File: src/design/pwd_pkg.sv
// Shared widths and types for the pairwise distance block.
// No dependencies; imported by every module of the block.
package pwd_pkg;

    localparam int COORD_W    = 24;                 // one coordinate
    localparam int N_COORD    = 6;                  // coordinates per transfer
    localparam int IN_DATA_W  = COORD_W * N_COORD;  // 144 bits, whole bytes
    localparam int MAG_W      = COORD_W;            // |difference| fits 24 bits
    localparam int SQ_W       = 2 * MAG_W;          // one squared difference
    localparam int SUM_W      = SQ_W + 2;           // sum of three squares
    localparam int DIST_W     = SUM_W / 2;          // root bits, one per stage
    localparam int OUT_DATA_W = 32;                 // distance padded to bytes
    localparam int REM_W      = DIST_W + 1;         // partial remainder <= 2*root

    // Pipeline control handed to the root unit.
    typedef struct packed {
        logic ce;     // whole pipeline advances
        logic valid;  // an item enters the root unit
    } t_sqrt_ctl;

endpackage

File: src/design/pwd_sqrt.sv
// Pipelined integer square root, one result bit per register stage.
// Depends on pwd_pkg for widths and the control struct.
module pwd_sqrt (
    input  logic                       i_clk,
    input  logic                       i_rst_n,
    input  pwd_pkg::t_sqrt_ctl         i_ctl,
    input  logic [pwd_pkg::SUM_W-1:0]  i_radicand,
    output logic                       o_valid,
    output logic [pwd_pkg::DIST_W-1:0] o_root
);
    import pwd_pkg::*;

    logic [DIST_W-1:0] r_vld;
    logic [DIST_W-1:0] r_root [DIST_W];
    logic [REM_W-1:0]  r_rem  [DIST_W-1];
    logic [SUM_W-1:0]  r_rad  [DIST_W-1];

    for (genvar k = 0; k < DIST_W; k++) begin : g_stage
        logic [REM_W-1:0]  w_rem_in;
        logic [DIST_W-1:0] w_root_in;
        logic [SUM_W-1:0]  w_rad_in;
        logic              w_vld_in;
        logic [REM_W+1:0]  w_cur;
        logic [REM_W+1:0]  w_trial;
        logic [REM_W+1:0]  w_diff;
        logic              w_ge;

        if (k == 0) begin : g_first
            assign w_rem_in  = '0;
            assign w_root_in = '0;
            assign w_rad_in  = i_radicand;
            assign w_vld_in  = i_ctl.valid;
        end else begin : g_next
            assign w_rem_in  = r_rem[k-1];
            assign w_root_in = r_root[k-1];
            assign w_rad_in  = r_rad[k-1];
            assign w_vld_in  = r_vld[k-1];
        end

        // Bring down the next pair of radicand bits and try root*4+1.
        assign w_cur   = {w_rem_in, w_rad_in[SUM_W-1 -: 2]};
        assign w_trial = {1'b0, w_root_in, 2'b01};
        assign w_diff  = w_cur - w_trial;
        assign w_ge    = (w_cur >= w_trial);

        always_ff @(posedge i_clk) begin
            if (!i_rst_n) begin
                r_vld[k] <= 1'b0;
            end else if (i_ctl.ce) begin
                r_vld[k] <= w_vld_in;
            end
        end

        always_ff @(posedge i_clk) begin
            if (i_ctl.ce) begin
                r_root[k] <= {w_root_in[DIST_W-2:0], w_ge};
            end
        end

        if (k < DIST_W - 1) begin : g_carry
            logic [REM_W-1:0] n_rem;
            assign n_rem = w_ge ? w_diff[REM_W-1:0] : w_cur[REM_W-1:0];

            always_ff @(posedge i_clk) begin
                if (i_ctl.ce) begin
                    r_rem[k] <= n_rem;
                    r_rad[k] <= {w_rad_in[SUM_W-3:0], 2'b00};
                end
            end
        end
    end

    assign o_valid = r_vld[DIST_W-1];
    assign o_root  = r_root[DIST_W-1];

endmodule

File: config.mk
export PLATFORM = sky130hd
export DESIGN_NAME = pwd_sqrt
export DESIGN_NICKNAME = d
export VERILOG_FILES = /design/src/design/pwd_pkg.sv /design/src/design/pwd_sqrt.sv
export SDC_FILE = /design/constraint.sdc
export NUM_CORES = 2
export LEC_CHECK = 0
export ABC_AREA = 0
export BUFFER_PORTS_ARGS = -buffer_cell sky130_fd_sc_hd__buf_2
export CORE_ASPECT_RATIO = 0.75
export CORE_UTILIZATION = 50
export DETAILED_ROUTE_END_ITERATION = 16
export PLACE_DENSITY = 0.68
export SLEW_MARGIN = 20
export SYNTH_ARGS = -nofsm -noshare
export SYNTH_HDL_FRONTEND = slang
export SYNTH_SLANG_ARGS = --single-unit
File: constraint.sdc
create_clock -name i_clk -period 2.75 [get_ports i_clk]
set_input_delay 0.55 -clock i_clk [delete_from_list [all_inputs] [get_ports i_clk]]
set_output_delay 0.55 -clock i_clk [all_outputs]
set_load 0.01 [all_outputs]
==> reports/qor.yml <==
critical_path_arrival_ps: 3560
synth-edff-count: 1514
ant_nets: 0
die_w_um: 436.2
nets: 7054
clk_latency_ps: 790
cts_sinks: 1539
synth-simple-area-share_pct: 9.866
regArea_mm2: 0.04596
cts_tree: "done"
crit_slowest_cell: "or4_4"
maxCapViolCount: 0
synth-seq-cells: 1539
swShare_pct: 27.95
relSlewSlack_pct: 48.78
fmax_ghz: 0.3298
grt_pass1_vias: 44970
synth_seq_area_share_pct: 65.00
synth_fp_nets: 5840
gp_congestion: 0.9077
clock-root-buffer: "clkbuf_16"
slew_violations: 0
max_slew.worst_pin.slew_ps: 761.3
drt_iter0_drc: 3462
crit_path_end_kind: "register"
status: "finished, violations left"
setup_slack_ps: -282.3
combinationalPowerShare_pct: 24.3
synth-adder-area-share_pct: 6.228
grt_pass1_wl_um: 234400
detail_route.first_pass.iterations: 13
synth.avg_cell_area_um2: 13.01
cts_buffers: 149
synth_mux_area_share_pct: 0.9254
drt_wl_total_um: 153300
htree_num_levels: 4
crit_required_ps: 3280
fin_cells: 8646
finalCritPeriodShare_pct: 110.3
grt_max_degree: 125
clk_pin_slew_ps: 60
netlist_area_mm2: 0.07071
wl_per_cell_um: 17.73
async_reset_ff_share_pct: 0
total_power_mw: 68.62
synthFlopType: "edfxtp_1"
n_antenna_cell: 0
fin_skew_ps: 25.09
critPathBufInv: 1
synth_top_area_cell: "edfxtp_1"
synth_xor_area_share_pct: 5.958
core_area_mm2: 0.1404
fillers: 10010
hold_class: "in2reg"
cp_top_family: "simple AND/OR/NAND/NOR gates"
numPortBuffers: 79
synth_top_family_by_area: "simple AND/OR/NAND/NOR gates"
die_y_um: 327.7
leakage_nw: 36.11
p_clk_share_pct: 30.1
multi_input_area_mm2: 0.02670
path_class: "reg2reg"
synth_warnings: 0
synth_top_area_share_pct: 64.29
p_int_mw: 49.44
drive_above_1_share_pct: 29.48
whs_ps: 190.6
dp.cells: 8092
drc: 2
violations: "DRC, setup timing"
cp_max_fo: 5
synth_cell_type_count: 86
start_util_pct: 50.36
cts_buffer_depth: 3
finalCriticalPeriod_ps: 3032
synthCells: 5434
hold_viol: 0
finalSetupViolCount: 141
crit_path_start_kind: "register"
vias_per_cell: 5.366
hpwl_um: 101800
syn2layout_area_growth_pct: 29.30
num_rows: 119
grt_overflow_total: 0
path_cells: "or3_4 -> or3_4 -> or4_4 -> a31oi_4 -> nand2b_4 -> or2_4 -> and4b_2 -> buf_6 -> nand3b_1 -> xnor2_1"
vias: 46390
synthTopCellsByArea: "edfxtp_1 64%, ha_1 6.2%, xnor2_1 3.1%"
crit_top_cell: "or3_4"
slowest_delay_ps: 470
fp.dieArea_mm2: 0.1429
synth_compound_area_share_pct: 9.159
power.switching_mw: 19.18
dp_slack_ps: -453.3
utilization_pct: 65.12
ir_worst_vdd_uv: 708.0
io_pins: 80
rsz0062_at_grt: "true"
grt_usage_pct: 20.40
powerDensity_mw_per_mm2: 750.5
seqPwrFrac_pct: 45.6
antenna_found_initial: 0
flip-flops by register name, summed over array words and instances (netlist names):
register          flops
r_root              325
r_rem               589
o_valid               1
g_stage.w_vld_in     24
r_rad               600
per-layer routing:
metal / track usage (%) / up-vias / routed length, um
li1: - / 22480 / -
met1: 28.92 / 22550 / 70210
met2: 32.84 / 1097 / 72550
met3: 2.966 / 268 / 7044
met4: 5.881 / 0 / 3461
met5: 0 / - / 0
kinds of logic (layout without fill, tap and decap cells):
family / count (synthesis) / count (layout)
DFF: 1539 / 1539
muxes: 62 / 62
other: 1 / 1
buffers and inverters: 535 / 1871
xor gates and xnor gates: 481 / 481
adders and majority gates: 352 / 352
and+or+nand+nor: 1407 / 1407
AOI/OAI and AO/OA: 1057 / 1058
worst reg2reg max path, stage by stage, from the launching register on:
cell,delay [ps]
edfxtp_1,390
or3_4,410
or3_4,340
or4_4,470
a31oi_4,250
nand2b_4,90
or2_4,250
and4b_2,260
buf_6,150
nand3b_1,90
xnor2_1,90
worst paths after layout:
kind,endpoint,slack [ps],cells past startpoint,start
worst max-delay path,r_rem[1][15],-280,10,r_rem[0][98]
worst min-delay path,r_rad[0][75],190,1,i_ctl[1]
worst max register to register,r_rem[1][15],-280,10,r_rem[0][98]
worst min register to register,r_rad[1][234],410,0,r_rad[1][184]
cells in the mapped netlist, types with 17 or more instances:
| cell type | n |
|---|---|
| o21bai_1 | 31 |
| a21o_1 | 133 |
| inv_1 | 443 |
| nor2_1 | 260 |
| or2_2 | 23 |
| a31oi_1 | 20 |
| nor4_1 | 68 |
| nand2b_1 | 84 |
| or3_1 | 44 |
| nor3_1 | 130 |
| and3_1 | 31 |
| mux2i_1 | 35 |
| o31ai_1 | 31 |
| nand2_1 | 436 |
| nand3_1 | 98 |
| nand3b_1 | 17 |
| xor2_1 | 230 |
| o21ai_0 | 324 |
| xnor2_1 | 251 |
| o211ai_1 | 17 |
| a21oi_1 | 299 |
| nor2b_1 | 72 |
| or4_1 | 30 |
| clkbuf_1 | 80 |
| o21a_1 | 64 |
| a211oi_1 | 30 |
| dfxtp_1 | 25 |
| mux2_2 | 27 |
| nand4_1 | 56 |
| edfxtp_1 | 1514 |
| ha_1 | 352 |
final cells by class:
| class | count | share of cell area (%) |
|---|---|---|
| inverter | 444 | 1.846 |
| clock buffer | 198 | 4.452 |
| clock inverter | 76 | 0.9360 |
| multi-input combinational | 3361 | 29.20 |
| sequential | 1539 | 50.27 |
| tap | 1875 | 2.566 |
| timing repair buffer | 1153 | 10.73 |
per-stage QoR:
step,instance area [um^2],setup TNS [ps]
2_1_floorplan,70920,-3123
3_3_place_gp,79710,-35100
3_5_place_dp,79710,-53490
4_1_cts,87720,-13580
5_1_grt,91430,-35610
6_report,91430,-14420
power groups by stage:
stage | clock (mW) | combinational, mW | sequential, mW
6_report | 20.7 | 16.7 | 31.3
5_1_grt | 22.1 | 18.2 | 31.5
3_5_place_dp | 0 | 13.4 | 31.5
3_3_place_gp | 0 | 13.1 | 31.5
4_1_cts | 21.2 | 14.5 | 31.1
2_1_floorplan | 0 | 8.39 | 30.9
placed cells by master, fill, tap and decap left out, types with 78 or more instances in the layout:
master	Yosys	layout
a21oi_1	299	232
nand2_1	436	376
o21ai_0	324	177
xnor2_1	251	233
ha_1	352	279
nor3_1	130	93
edfxtp_1	1514	1514
xor2_1	230	229
a21o_1	133	133
clkbuf_16	0	163
inv_1	443	413
nand2b_1	84	78
buf_6	0	80
buf_4	1	872
o21ai_2	0	87
buf_2	6	78
nor2_1	260	223
timing repair:
action,CTS,global route
hold buffers,52,0
resized for setup,370,665
gates cloned,14,12
setup buffers,108,123
pin swaps,130,272
hold endpoints to repair,52,0
setup endpoints to repair,406,479
No activity file was read; power rests on OpenSTA's default activity.
